### src/rtl/b64c_pkg.sv
package b64c_pkg;

  localparam logic [7:0] CharPad   = 8'h3D;  // '='
  localparam logic [7:0] CharPlus  = 8'h2B;  // '+'
  localparam logic [7:0] CharSlash = 8'h2F;  // '/'
  localparam logic [5:0] SextetMask = 6'h3F;

  localparam logic ModeEnc = 1'b0;
  localparam logic ModeDec = 1'b1;

  // One group's worth of work handed from the front to the back.
  typedef struct packed {
    logic        enc;   // 1: emit base64 characters, 0: emit decoded bytes
    logic [23:0] bits;  // group bits, first item in the top bits
    logic [2:0]  cnt;   // results to emit, 1..4
    logic [1:0]  pads;  // encode only: trailing '=' characters
  } b64c_job_t;

  // Classified input character.
  typedef struct packed {
    logic       ok;   // in the alphabet or '='
    logic       pad;  // '='
    logic [5:0] val;  // sextet value, zero for '='
  } b64c_sym_t;

  // Front state visible to the top level.
  typedef struct packed {
    logic       mode;
    logic [1:0] grp_cnt;
    logic       halted;
  } b64c_stat_t;

  function automatic logic [7:0] enc_char(input logic [5:0] v);
    logic [7:0] c;
    if (v < 6'd26) begin
      c = 8'h41 + {2'b00, v};
    end else if (v < 6'd52) begin
      c = 8'h61 + {2'b00, v} - 8'd26;
    end else if (v < 6'd62) begin
      c = 8'h30 + {2'b00, v} - 8'd52;
    end else if (v == 6'd62) begin
      c = CharPlus;
    end else begin
      c = CharSlash;
    end
    return c;
  endfunction

  function automatic b64c_sym_t dec_char(input logic [7:0] c);
    b64c_sym_t s;
    s = '0;
    if (c >= 8'h41 && c <= 8'h5A) begin
      s.ok  = 1'b1;
      s.val = 6'(c - 8'h41);
    end else if (c >= 8'h61 && c <= 8'h7A) begin
      s.ok  = 1'b1;
      s.val = 6'(c - 8'h61 + 8'd26);
    end else if (c >= 8'h30 && c <= 8'h39) begin
      s.ok  = 1'b1;
      s.val = 6'(c - 8'h30 + 8'd52);
    end else if (c == CharPlus) begin
      s.ok  = 1'b1;
      s.val = 6'd62;
    end else if (c == CharSlash) begin
      s.ok  = 1'b1;
      s.val = 6'd63;
    end else if (c == CharPad) begin
      s.ok  = 1'b1;
      s.pad = 1'b1;
    end
    return s;
  endfunction

endpackage

### src/rtl/b64c_front.sv
module b64c_front (
  input  logic                 clk,
  input  logic                 rst_n,
  input  logic                 cfg_we,
  input  logic                 cfg_mode,
  input  logic                 in_fire,
  input  logic [7:0]           in_data,
  input  logic                 in_eos,
  output logic                 job_push,
  output b64c_pkg::b64c_job_t  job,
  output b64c_pkg::b64c_stat_t stat
);

  logic        mode_r, mode_nxt;
  logic [23:0] buf_r, buf_nxt;
  logic [1:0]  cnt_r, cnt_nxt;
  logic [2:0]  pad_r, pad_nxt;
  logic        halt_r, halt_nxt;

  b64c_pkg::b64c_sym_t sym;
  logic [2:0]  pads_tot;
  logic [2:0]  pad_new;
  logic [23:0] flush_bits;
  logic [1:0]  missing;

  assign sym = b64c_pkg::dec_char(in_data);

  always_comb begin
    mode_nxt = mode_r;
    buf_nxt  = buf_r;
    cnt_nxt  = cnt_r;
    pad_nxt  = pad_r;
    halt_nxt = halt_r;
    job_push = 1'b0;
    job      = '0;
    pad_new  = pad_r + {2'b00, sym.pad};
    pads_tot = '0;
    missing  = 2'd0;
    flush_bits = '0;

    // truncated decode group, left aligned and '='-filled
    case (cnt_r)
      2'd1: begin
        flush_bits = {buf_r[5:0], 18'b0};
        missing    = 2'd3;
      end
      2'd2: begin
        flush_bits = {buf_r[11:0], 12'b0};
        missing    = 2'd2;
      end
      2'd3: begin
        flush_bits = {buf_r[17:0], 6'b0};
        missing    = 2'd1;
      end
      default: begin
        flush_bits = '0;
        missing    = 2'd0;
      end
    endcase
    pads_tot = pad_r + {1'b0, missing};

    if (cfg_we) begin
      mode_nxt = cfg_mode;
      buf_nxt  = '0;
      cnt_nxt  = '0;
      pad_nxt  = '0;
      halt_nxt = 1'b0;
    end else if (in_fire) begin
      if (in_eos) begin
        if (mode_r == b64c_pkg::ModeEnc) begin
          job.enc = 1'b1;
          job.cnt = 3'd4;
          if (cnt_r == 2'd1) begin
            job_push  = 1'b1;
            job.bits  = {buf_r[7:0], 16'b0};
            job.pads  = 2'd2;
          end else if (cnt_r == 2'd2) begin
            job_push  = 1'b1;
            job.bits  = {buf_r[15:0], 8'b0};
            job.pads  = 2'd1;
          end
        end else if (!halt_r && cnt_r != 2'd0 && pads_tot < 3'd3) begin
          job_push = 1'b1;
          job.enc  = 1'b0;
          job.bits = flush_bits;
          job.cnt  = 3'd3 - pads_tot;
        end
        buf_nxt  = '0;
        cnt_nxt  = '0;
        pad_nxt  = '0;
        halt_nxt = 1'b0;
      end else if (mode_r == b64c_pkg::ModeEnc) begin
        buf_nxt = {buf_r[15:0], in_data};
        if (cnt_r == 2'd2) begin
          job_push = 1'b1;
          job.enc  = 1'b1;
          job.bits = {buf_r[15:0], in_data};
          job.cnt  = 3'd4;
          job.pads = 2'd0;
          buf_nxt  = '0;
          cnt_nxt  = '0;
        end else begin
          cnt_nxt = cnt_r + 2'd1;
        end
      end else if (!halt_r && sym.ok) begin
        buf_nxt = {buf_r[17:0], sym.val};
        if (cnt_r == 2'd3) begin
          if (pad_new >= 3'd4) begin
            halt_nxt = 1'b1;
          end else if (pad_new < 3'd3) begin
            job_push = 1'b1;
            job.enc  = 1'b0;
            job.bits = {buf_r[17:0], sym.val};
            job.cnt  = 3'd3 - pad_new;
          end
          buf_nxt = '0;
          cnt_nxt = '0;
          pad_nxt = '0;
        end else begin
          cnt_nxt = cnt_r + 2'd1;
          pad_nxt = pad_new;
        end
      end
    end
  end

  always_ff @(posedge clk) begin
    if (!rst_n) begin
      mode_r <= b64c_pkg::ModeEnc;
      buf_r  <= '0;
      cnt_r  <= '0;
      pad_r  <= '0;
      halt_r <= 1'b0;
    end else begin
      mode_r <= mode_nxt;
      buf_r  <= buf_nxt;
      cnt_r  <= cnt_nxt;
      pad_r  <= pad_nxt;
      halt_r <= halt_nxt;
    end
  end

  assign stat.mode    = mode_r;
  assign stat.grp_cnt = cnt_r;
  assign stat.halted  = halt_r;

endmodule

### src/rtl/b64c_queue.sv
module b64c_queue (
  input  logic                clk,
  input  logic                rst_n,
  input  logic                push,
  input  b64c_pkg::b64c_job_t push_job,
  output logic                full,
  input  logic                pop,
  output logic                vld,
  output b64c_pkg::b64c_job_t pop_job
);

  b64c_pkg::b64c_job_t mem_r [2];
  logic       wr_ptr_r;
  logic       rd_ptr_r;
  logic [1:0] cnt_r;

  assign full    = (cnt_r == 2'd2);
  assign vld     = (cnt_r != 2'd0);
  assign pop_job = mem_r[rd_ptr_r];

  always_ff @(posedge clk) begin
    if (push) begin
      mem_r[wr_ptr_r] <= push_job;
    end
  end

  always_ff @(posedge clk) begin
    if (!rst_n) begin
      wr_ptr_r <= 1'b0;
      rd_ptr_r <= 1'b0;
      cnt_r    <= '0;
    end else begin
      if (push) begin
        wr_ptr_r <= ~wr_ptr_r;
      end
      if (pop) begin
        rd_ptr_r <= ~rd_ptr_r;
      end
      case ({push, pop})
        2'b10:   cnt_r <= cnt_r + 2'd1;
        2'b01:   cnt_r <= cnt_r - 2'd1;
        default: cnt_r <= cnt_r;
      endcase
    end
  end

endmodule

### src/rtl/b64c_back.sv
module b64c_back (
  input  logic                clk,
  input  logic                rst_n,
  input  logic                job_vld,
  input  b64c_pkg::b64c_job_t job,
  output logic                job_pop,
  output logic                out_tvalid,
  input  logic                out_tready,
  output logic [7:0]          out_tdata,
  output logic                out_tlast
);

  b64c_pkg::b64c_job_t cur_r;
  logic       cur_vld_r;
  logic [1:0] idx_r;

  logic       last;
  logic [4:0] sh;
  logic [5:0] sextet;
  logic [7:0] byte_val;

  assign last = ({1'b0, idx_r} == cur_r.cnt - 3'd1);

  always_comb begin
    case (idx_r)
      2'd0:    sh = 5'd18;
      2'd1:    sh = 5'd12;
      2'd2:    sh = 5'd6;
      default: sh = 5'd0;
    endcase
    sextet = 6'((cur_r.bits >> sh) & {18'b0, b64c_pkg::SextetMask});
    if (cur_r.enc) begin
      if ({1'b0, idx_r} >= 3'd4 - {1'b0, cur_r.pads}) begin
        byte_val = b64c_pkg::CharPad;
      end else begin
        byte_val = b64c_pkg::enc_char(sextet);
      end
    end else begin
      case (idx_r)
        2'd0:    byte_val = cur_r.bits[23:16];
        2'd1:    byte_val = cur_r.bits[15:8];
        default: byte_val = cur_r.bits[7:0];
      endcase
    end
  end

  assign out_tvalid = cur_vld_r;
  assign out_tdata  = byte_val;
  assign out_tlast  = last;
  assign job_pop    = job_vld && (!cur_vld_r || (out_tready && last));

  always_ff @(posedge clk) begin
    if (!rst_n) begin
      cur_vld_r <= 1'b0;
      idx_r     <= '0;
    end else if (job_pop) begin
      cur_r     <= job;
      cur_vld_r <= 1'b1;
      idx_r     <= '0;
    end else if (cur_vld_r && out_tready) begin
      if (last) begin
        cur_vld_r <= 1'b0;
      end else begin
        idx_r <= idx_r + 2'd1;
      end
    end
  end

endmodule

### src/rtl/base64_codec_stream_top.sv
// Streaming base64 codec (standard alphabet, '=' padding).
// cfg_*: one write selects the direction (0 encode, 1 decode) and clears the
//   group, pad count and halt flag. Write it only while the block is idle.
// in_*: one transfer per byte. in_tlast set means end of stream: the partial
//   group is flushed (encode pads with '=', decode fills with '=') and all
//   group state clears; in_tdata is ignored on such a transfer.
// out_*: one character or byte per transfer; out_tlast marks the final
//   result caused by one input transfer (the end of a group).
// The transfer that completes a group queues its job at that same edge and
//   the back then loads it into its register, so the first result is valid
//   once the job has passed the job queue and then the back register.
// Throughput: the back emits one result per cycle while out_tready is high,
//   so a group yields 4 results when encoding (3 input bytes) and 3 or
//   fewer when decoding (4 input characters); input is taken each cycle
//   while the two-entry job queue has room.
// Out-of-alphabet characters and characters after an all-'=' group take no
//   output cycles. A stalled out_tready holds the current result and fills
//   the queue, after which in_tready drops. Reset selects encode mode and
//   empties the queue and the output stage.
module base64_codec_stream_top (
  input  logic       clk,
  input  logic       rst_n,
  input  logic       cfg_valid,
  output logic       cfg_ready,
  input  logic       cfg_data,    // mode
  input  logic       in_tvalid,
  output logic       in_tready,
  input  logic [7:0] in_tdata,    // [7:0] data
  input  logic       in_tlast,    // end of stream
  output logic       out_tvalid,
  input  logic       out_tready,
  output logic [7:0] out_tdata,   // [7:0] out_byte
  output logic       out_tlast    // group_last
);

  b64c_pkg::b64c_job_t  push_job;
  b64c_pkg::b64c_job_t  pop_job;
  b64c_pkg::b64c_stat_t stat;
  logic push, q_full, q_vld, pop;
  logic in_fire, cfg_we;

  assign cfg_ready = 1'b1;
  assign cfg_we    = cfg_valid && cfg_ready;
  assign in_tready = !q_full;
  assign in_fire   = in_tvalid && in_tready;

  // Front: classifies bytes and builds group jobs.
  b64c_front u_front (
    .clk      (clk),
    .rst_n    (rst_n),
    .cfg_we   (cfg_we),
    .cfg_mode (cfg_data),
    .in_fire  (in_fire),
    .in_data  (in_tdata),
    .in_eos   (in_tlast),
    .job_push (push),
    .job      (push_job),
    .stat     (stat)
  );

  // Two-entry job queue decouples input from output stalls.
  b64c_queue u_queue (
    .clk      (clk),
    .rst_n    (rst_n),
    .push     (push),
    .push_job (push_job),
    .full     (q_full),
    .pop      (pop),
    .vld      (q_vld),
    .pop_job  (pop_job)
  );

  // Back: serializes each job, one result per transfer.
  b64c_back u_back (
    .clk        (clk),
    .rst_n      (rst_n),
    .job_vld    (q_vld),
    .job        (pop_job),
    .job_pop    (pop),
    .out_tvalid (out_tvalid),
    .out_tready (out_tready),
    .out_tdata  (out_tdata),
    .out_tlast  (out_tlast)
  );

  // End of stream always leaves an empty group and clears the halt.
  a_eos_clears: assert property (@(posedge clk) disable iff (!rst_n)
    in_fire && in_tlast |=> stat.grp_cnt == 2'd0 && !stat.halted)
    else $error("group state not cleared after end of stream");

  // Only decoding can halt.
  a_halt_dec: assert property (@(posedge clk) disable iff (!rst_n)
    stat.halted |-> stat.mode == b64c_pkg::ModeDec)
    else $error("halt flag set in encode mode");

  // Encode jobs carry four results, decode jobs one to three.
  a_job_cnt: assert property (@(posedge clk) disable iff (!rst_n)
    push |-> (push_job.enc && push_job.cnt == 3'd4) ||
             (!push_job.enc && push_job.cnt >= 3'd1 && push_job.cnt <= 3'd3))
    else $error("job result count out of range");

  // The queue never takes a job while full.
  a_no_overflow: assert property (@(posedge clk) disable iff (!rst_n)
    q_full |-> !push)
    else $error("job pushed into full queue");

endmodule
### config.mk
export PLATFORM = sky130hd
export DESIGN_NAME = base64_codec_stream_top
export DESIGN_NICKNAME = d
export VERILOG_FILES = /design/src/rtl/b64c_pkg.sv /design/src/rtl/b64c_front.sv /design/src/rtl/b64c_queue.sv /design/src/rtl/b64c_back.sv /design/src/rtl/base64_codec_stream_top.sv
export SDC_FILE = /design/constraint.sdc
export NUM_CORES = 1
export LEC_CHECK = 0
export BUFFER_PORTS_ARGS = -buffer_cell sky130_fd_sc_hd__buf_4
export CAP_MARGIN = 10
export CORE_ASPECT_RATIO = 0.75
export CORE_UTILIZATION = 55
export CTS_BUF_LIST = sky130_fd_sc_hd__clkbuf_8
export CTS_CLUSTER_SIZE = 25
export DETAILED_ROUTE_END_ITERATION = 6
export PLACE_DENSITY = 0.75
export SYNTH_ARGS = -nofsm -noshare
export SYNTH_HDL_FRONTEND = slang
export SYNTH_SLANG_ARGS = --single-unit
### constraint.sdc
create_clock -name clk -period 5.32 [get_ports clk]
set_input_delay 1.064 -clock clk [delete_from_list [all_inputs] [get_ports clk]]
set_output_delay 1.064 -clock clk [all_outputs]
set_load 0.01 [all_outputs]
Yosys cells after proc, flatten, opt, wreduce, memory -nomap -nowiden
Memories as Yosys holds them, arrays and structs flattened. A register that Yosys moved wholly into a read port is not among the register bits. Cells that the tools add are included.

Bits in registers: 32. RAM bits: 60. Bits of input ports: 15. Output and inout bits: 12. Word-level logic and storage cells: 175. Memories: 1.

Memories: u_queue.mem_r (words 2, bits a word 30, rd ports 1, clocked after Yosys merged registers in 1, write ports 1, line b64c_queue.sv:12) `b64c_pkg::b64c_job_t mem_r [2];`.

Add/sub/neg operators: 20. Magnitude comparators: 13. Equality and inequality tests: 14. Shift operators: 1. Muxes and demuxes: 80. Bitwise gates (word level): 4. Reductions and logical operators: 32.

Operators by type and width (count): 2-to-1 mux 28 bit (5); 2-to-1 mux 30 bit (4); 2-to-1 mux 18 bit (5); one-hot mux 24 bit (3 select lines) (1); 2-to-1 mux 27 bit (2); 2-to-1 mux 24 bit (2); 2-to-1 mux 8 bit (5); 2-to-1 mux 1 bit (33); 2-to-1 mux 6 bit (5); == test 8 x 6 -> 1 bit, second input constant (3); right shift 24 x 5 -> 6 bit (1); 2-to-1 mux 2 bit (9); nonzero test 2 bit (9); adder 7 x 6 -> 8 bit, first input constant (2); greater-or-equal comparator 8 x 7 -> 1 bit, second input constant (2); <= comparator 8 x 7 -> 1 bit, second input constant (2); one-hot mux 8 bit (2 select lines) (1); 2-to-1 mux 3 bit (5); one-hot mux 5 bit (3 select lines) (1); less-than comparator 6 bit, second input constant (2); subtractor 6 bit, second input constant (2); == test 2 bit, second input constant (5); logical AND 1 bit (10); greater-or-equal comparator 8 x 6 -> 1 bit, second input constant (1); 32 further kinds (47).

Longest topological paths before layout
Word-level depth: 19. Mapped depth: 19. Gate-level depth less buffers: 16.

Cells and area by module
Synthesis repeated with hierarchy kept, for this count alone.

Cell total of the unflattened synthesis: 772. Area, all modules: 7891.3 sq um.

Modules (own cells, without submodules): b64c_front (times used 1, cells an instance 444, area an instance 3103.0 sq um, sequential area each 500.5 sq um); b64c_back (times used 1, cells an instance 209, area an instance 2393.5 sq um, sequential area each 960.9 sq um); b64c_queue (times used 1, cells an instance 115, area an instance 2373.5 sq um, sequential area each 1901.8 sq um); base64_codec_stream_top (times used 1, cells an instance 4, area an instance 21.3 sq um, sequential area each 0.0 sq um).

Worst setup path before layout
No wires, ideal clock.

Kind: input-to-reg. Start: input port in_tdata[2]. End: memory u_queue.mem_r[0][0] (netlist bit) (enable). Library setup time: 0.418 ns. Data arrival time: 4.736 ns. Setup slack: 0.166 ns. Stages on the path: 15. Cells stage by stage: clkbuf_1 > inv_1 > ha_1 > nor2b_1 > o21ai_1 > nand2_1 > nor3b_1 > ha_1 > ha_1 > xor2_1 > a21oi_1 > and4_1 > buf_4 > o31ai_2 > nor2_1.

Longest elaborated chain between the ends: 19. Elaborated cells on any way between the ends: 37. Classes of those cells: add/sub (1); order compare (8); eq/ne (3); mux (21); reduce/logical (4).

RTL lines: from (decl) (line base64_codec_stream_top.sv:28) `input logic [7:0] in_tdata,`; == test 8 x 6 -> 1 bit (line b64c_pkg.sv:67) `end else if (c == CharPad) begin`; 2-to-1 mux 2 bit (line b64c_pkg.sv:67); 2-to-1 mux 1 bit (line b64c_pkg.sv:64) `end else if (c == CharSlash) begin`; 2-to-1 mux 1 bit (line b64c_pkg.sv:61) `end else if (c == CharPlus) begin`; 2-to-1 mux 1 bit (line b64c_pkg.sv:58) `end else if (c >= 8'h30 && c <= 8'h39) begin`; 2-to-1 mux 1 bit (line b64c_pkg.sv:55) `end else if (c >= 8'h61 && c <= 8'h7A) begin`; 2-to-1 mux 1 bit (line b64c_pkg.sv:52) `if (c >= 8'h41 && c <= 8'h5A) begin`; adder 3 x 1 -> 3 bit (line b64c_front.sv:36) `pad_new = pad_r + {2'b00, sym.pad};`; [... 3 more ...]; 2-to-1 mux 1 bit (line b64c_front.sv:107) `if (cnt_r == 2'd3) begin`; 2-to-1 mux 1 bit * (line b64c_front.sv:105) `end else if (!halt_r && sym.ok) begin`; 2-to-1 mux 1 bit * (line b64c_front.sv:92) `end else if (mode_r == b64c_pkg::ModeEnc) begin`; 2-to-1 mux 1 bit * (line b64c_front.sv:69) `if (in_eos) begin`; 2-to-1 mux 1 bit * (line b64c_front.sv:68) `end else if (in_fire) begin`; 2-to-1 mux 1 bit * (line b64c_front.sv:62) `if (cfg_we) begin`; 2-to-1 mux 1 bit * (line b64c_queue.sv:22) `if (push) begin`; 2-to-1 mux 1 bit (not written as such) * (line b64c_queue.sv:23) `mem_r[wr_ptr_r] <= push_job;`; to (decl) (line b64c_queue.sv:12).

Mark *: on every way between the ends. The rest lies on a longest branch, timed or not.

Worst setup path after layout
Start: register u_back.idx_r[0]. End: output port out_tdata[4].

Longest elaborated chain between the ends: 10. Elaborated cells on any way between the ends: 20. Classes of those cells: add/sub (5); order compare (4); eq/ne (2); shift (1); mux (7); reduce/logical (1).

RTL lines: from (decl) (line b64c_back.sv:15) `logic [1:0] idx_r;`; from (signal assigned) (line b64c_back.sv:64) `idx_r <= idx_r + 2'd1;`; == test 2 bit (tied with other cells) (line b64c_back.sv:25) `case (idx_r)`; one-hot mux 5 bit (3 select lines) (line b64c_back.sv:25); right shift 24 x 5 -> 6 bit (line b64c_back.sv:31) `sextet = 6'((cur_r.bits >> sh) & {18'b0, b64c_pkg::SextetMask});`; adder 6 x 6 -> 7 bit (line b64c_pkg.sv:40) `c = 8'h30 + {2'b00, v} - 8'd52;`; subtractor 8 x 6 -> 8 bit (line b64c_pkg.sv:40); 2-to-1 mux 8 bit (line b64c_pkg.sv:39) `end else if (v < 6'd62) begin`; 2-to-1 mux 8 bit (line b64c_pkg.sv:37) `end else if (v < 6'd52) begin`; 2-to-1 mux 8 bit (line b64c_pkg.sv:35) `if (v < 6'd26) begin`; 2-to-1 mux 8 bit (line b64c_back.sv:33) `if ({1'b0, idx_r} >= 3'd4 - {1'b0, cur_r.pads}) begin`; 2-to-1 mux 8 bit * (line b64c_back.sv:32) `if (cur_r.enc) begin`; to (decl) (line base64_codec_stream_top.sv:32) `output logic [7:0] out_tdata,`.

Marked as above.

==> flow_summary.rst <==
.. list-table::
   :header-rows: 1

   * - Metric
     - Value
   * - End of the worst hold path
     - u_front.pad_r[0]
   * - Arrival time at the worst endpoint
     - 4.06 ns
   * - Final wirelength
     - 18600 µm
   * - Endpoints failing hold
     - 0
   * - CP max FO
     - 11
   * - Setup TNS
     - 0 ns
   * - Slew Limit Fails
     - 0
   * - Hold path depth
     - 2
   * - Max Root-Sink Buffers
     - 2
   * - Synth Cell Area
     - 0.00772 mm²
   * - Total nets after synthesis
     - 804
   * - Slack of the worst reg-to-reg path
     - 0.96 ns
   * - Chip Height
     - 105 µm
   * - Worst Reg-to-Reg Cells
     - 16
   * - Share of Yosys cell area claimed by the top area cell type
     - 35.0%
   * - CTS clock-pin slew for the worst setup and hold paths
     - 0.08 ns
   * - Remaining number of nets flagged by the antenna check after routing
     - 0
   * - Clock sink count
     - 122
   * - Routed wirelength normalized by instance count
     - 19.9 µm
   * - Fill cells
     - 1099
   * - Critical path class
     - flip-flop to output pin
   * - Maximum clock frequency
     - 0.195 GHz
   * - Overflow left after global routing
     - 0
   * - Synth top area cells
     - sky130_fd_sc_hd__edfxtp_1 (35%), sky130_fd_sc_hd__dfxtp_1 (8.3%), sky130_fd_sc_hd__ha_1 (6.3%)
   * - Final setup violation count
     - 0
   * - Worst hold-check path type
     - flip-flop to flip-flop
   * - Antenna violations before repair
     - 0
   * - Number of port buffers
     - 25
   * - Sequential cell area fraction in the yosys report
     - 43.3%
   * - Clock Skew
     - 0.00975 ns
   * - Placer's final routability congestion estimate
     - 1.01
   * - Final routed DRC violation total
     - 7
   * - Via count
     - 6246
   * - # nets final
     - 799
   * - Total power of the final layout
     - 3350 µW
   * - Maximum number of pins on one net before global-route repair
     - 68
   * - GRT Resource Usage Total
     - 26.2%
   * - Pwr/cell area
     - 396 mW/mm²
   * - Number of detailed-route iterations in the first pass
     - 7
   * - Period utilisation layout
     - 96.2%
   * - Library cells used by synthesis
     - 78
   * - HPWL after DPL
     - 12600 µm
   * - Number of clock buffers inserted by TritonCTS
     - 17
   * - Outcome
     - complete, but fails checks
   * - Crit path capture type
     - output pin
   * - Most used flip-flop cell after synthesis
     - sky130_fd_sc_hd__edfxtp_1
   * - Starting DRT DRC Count
     - 761
   * - Core Box Area
     - 0.0137 mm²
   * - Start point of the worst hold path
     - u_front.pad_r[0]
   * - Startpoint of the worst setup timing path
     - u_back.idx_r[0]
   * - Die Area
     - 0.0145 mm²
   * - Cell at the root of the clock tree
     - sky130_fd_sc_hd__clkbuf_8
   * - Worst setup SP type
     - flip-flop
   * - Cells after Synth
     - 749
   * - CP Data Required Time
     - 4.26 ns
   * - Total number of placement rows
     - 37
   * - Area growth from synthesis to final layout
     - 9.48%
   * - Leak
     - 0.00298 µW
   * - Number of maximum-capacitance constraint violations
     - 0
   * - Count of inserted antenna diode cells
     - 0
   * - Vias per cell
     - 6.71
   * - Fraction of synthesis flops using an asynchronous set or reset pin
     - 0%
   * - Headroom to the max-slew limit
     - 22.9%
   * - Peak supply drop
     - 0.000200 V
   * - Number of synthesized flops with an enable pin
     - 90
   * - Startpoint of the worst-slack reg-to-reg timing path
     - u_front.cnt_r[1]
   * - Global-route wire length before repair
     - 30400 µm
   * - Initial Util
     - 56.4%
   * - Hold-fix buffer count after cts
     - 0
   * - Boundary pin count
     - 27
   * - Fraction of layout cells with a size suffix above 1
     - 18.7%
   * - Number of warnings issued by yosys
     - 0
   * - Violations in the final reports
     - DRC
   * - R2r endpoint
     - u_queue.cnt_r[1]
   * - Die width
     - 139 µm
   * - Tmin final
     - 5.12 ns
   * - Number of global-route vias before repair
     - 5880
   * - Layout Utilization
     - 61.7%
   * - Count of state elements after synthesis
     - 122
   * - Setup repair after global routing missed its margin
     - false
   * - Pin slew with the least headroom to its limit
     - 1.15 ns
   * - CTS H-tree depth
     - 4
   * - Insertion delay to the later sink of the worst-skew pair
     - 0.42 ns
   * - Post-synthesis cell type with the largest combined area
     - sky130_fd_sc_hd__edfxtp_1
   * - Clock tree from TritonCTS
     - built
   * - Post-synthesis area per instance
     - 10.3 µm²
[through the flow]
step | instances | area (µm²) | setup WS, ns | hold slack, ns
finish | 931 | 8460 | 0.200 | 0.497
global route | 931 | 8460 | 0.00868 | 0.528
CTS | 927 | 8380 | 0.0138 | 0.495
detailed placement | 895 | 7960 | 0.144 | 0.486
global placement | 895 | 7960 | 0.390 | 0.476
floorplan | 749 | 7720 | 0.166 | 0.454
[worst max-delay path: stages, from the launching register on]
cell                       delay (ns)
sky130_fd_sc_hd__dfxtp_2         0.40
sky130_fd_sc_hd__inv_2           0.10
sky130_fd_sc_hd__ha_1            0.24
sky130_fd_sc_hd__o21bai_4        0.16
sky130_fd_sc_hd__buf_12          0.15
sky130_fd_sc_hd__buf_4           0.19
sky130_fd_sc_hd__mux4_2          0.51
sky130_fd_sc_hd__a32oi_1         0.16
sky130_fd_sc_hd__nand2_1         0.16
sky130_fd_sc_hd__ha_1            0.22
sky130_fd_sc_hd__o21ai_1         0.10
sky130_fd_sc_hd__a21oi_2         0.09
sky130_fd_sc_hd__buf_4           0.17
sky130_fd_sc_hd__or2_1           0.29
sky130_fd_sc_hd__o311a_1         0.37
sky130_fd_sc_hd__o21a_1          0.17
sky130_fd_sc_hd__buf_4           0.14
[cell usage after synthesis (all sizes together), types with 13 or more instances]
library cell   n
nor2          62
o21ai         20
mux2          33
a22oi         27
dfxtp         32
nor3          21
mux4          14
buf           24
clkbuf        44
inv           34
ha            39
a21oi         48
edfxtp        90
a22o          13
a221oi        22
nand2         52
[repair_timing]
item | CTS | global route
resized for setup | 6 | 9
pin swaps | 2 | 1
setup endpoints to repair | 8 | 8
buffers inserted | 1 | 4
[logic make-up (layout without fill, tap and decap cells)]
logic type      Yosys count  after routing  share of synthesized area, %
fa+ha+maj                40             40                          6.58
buf+inv                 102            109                          5.51
xor+xnor                 16             16                          1.81
other cells               1              1                        0.0485
flops                   122            122                          43.3
compound gates          219            219                          21.0
simple gates            194            194                          11.8
mux                      55             55                          9.98
[how the worst max path moves through the flow]
stage                     endpoint  cells past startpoint
6_report              out_tdata[4]                     16
3_5_place_dp          out_tdata[4]                     15
2_1_floorplan  u_queue.mem_r[0][0]                     15
3_3_place_gp          out_tdata[4]                     15
4_1_cts               out_tdata[4]                     16
5_1_grt               out_tdata[4]                     16
[sequential cells by signal, indices dropped and copies added (netlist names)]
name,cells
u_queue.mem_r,60
u_queue.rd_ptr_r,1
u_front.halt_r,1
u_back.out_tvalid,1
u_front.cnt_r,2
u_front.pad_r,3
u_queue.wr_ptr_r,1
u_back.cur_r,30
u_front.mode_r,1
u_back.idx_r,2
u_queue.cnt_r,2
u_front.buf_r,18
[routing by layer]
| layer | part of all wire, % | wire length, µm | track usage, % |
|---|---|---|---|
| met1 | 45 | 8300 | 37.5 |
| met3 | 8.7 | 1620 | 5.22 |
| met5 | 0 | 0 | 0 |
| met2 | 45 | 8360 | 40.2 |
| met4 | 1.6 | 292 | 7.94 |
[cells in the final DEF (no fill, tap or decap), types with 6 or more instances in the layout]
cell / instances
sky130_fd_sc_hd__nor2b_1: 11
sky130_fd_sc_hd__xnor2_1: 9
sky130_fd_sc_hd__nand3_1: 6
sky130_fd_sc_hd__a22oi_1: 27
sky130_fd_sc_hd__ha_1: 36
sky130_fd_sc_hd__a221oi_1: 22
sky130_fd_sc_hd__o22ai_1: 6
sky130_fd_sc_hd__clkbuf_8: 17
sky130_fd_sc_hd__mux2i_1: 8
sky130_fd_sc_hd__nor4_1: 7
sky130_fd_sc_hd__o21ai_0: 8
sky130_fd_sc_hd__a222oi_1: 6
sky130_fd_sc_hd__and2_1: 7
sky130_fd_sc_hd__buf_4: 43
sky130_fd_sc_hd__nand2_1: 52
sky130_fd_sc_hd__a21oi_1: 47
sky130_fd_sc_hd__o21a_1: 6
sky130_fd_sc_hd__a31oi_1: 9
sky130_fd_sc_hd__xor2_1: 7
sky130_fd_sc_hd__o21ai_1: 11
sky130_fd_sc_hd__dfxtp_1: 30
sky130_fd_sc_hd__edfxtp_1: 90
sky130_fd_sc_hd__mux2_2: 30
sky130_fd_sc_hd__a211oi_1: 6
sky130_fd_sc_hd__inv_1: 31
sky130_fd_sc_hd__nor2_1: 59
sky130_fd_sc_hd__nor3_1: 21
sky130_fd_sc_hd__a22o_1: 13
sky130_fd_sc_hd__a311oi_1: 10
sky130_fd_sc_hd__mux4_2: 13
[power breakdown]
group          total (µW)  switching [µW]  internal, µW
Clock                 799             383           416
Sequential           1190            72.8          1110
Combinational        1370             762           603
[final cells by class]
| type | instances | area [µm²] | area share (%) |
|---|---|---|---|
| clock buffers | 17 | 234 | 2.77 |
| clock inverters | 14 | 150 | 1.78 |
| inverters | 34 | 128 | 1.51 |
| multi-input cells | 525 | 4040 | 47.7 |
| flip-flops and latches | 122 | 3350 | 39.6 |
| well taps | 175 | 219 | 2.59 |
| repair buffers | 44 | 343 | 4.05 |
Note: power is estimated with default switching activity, not from simulation.
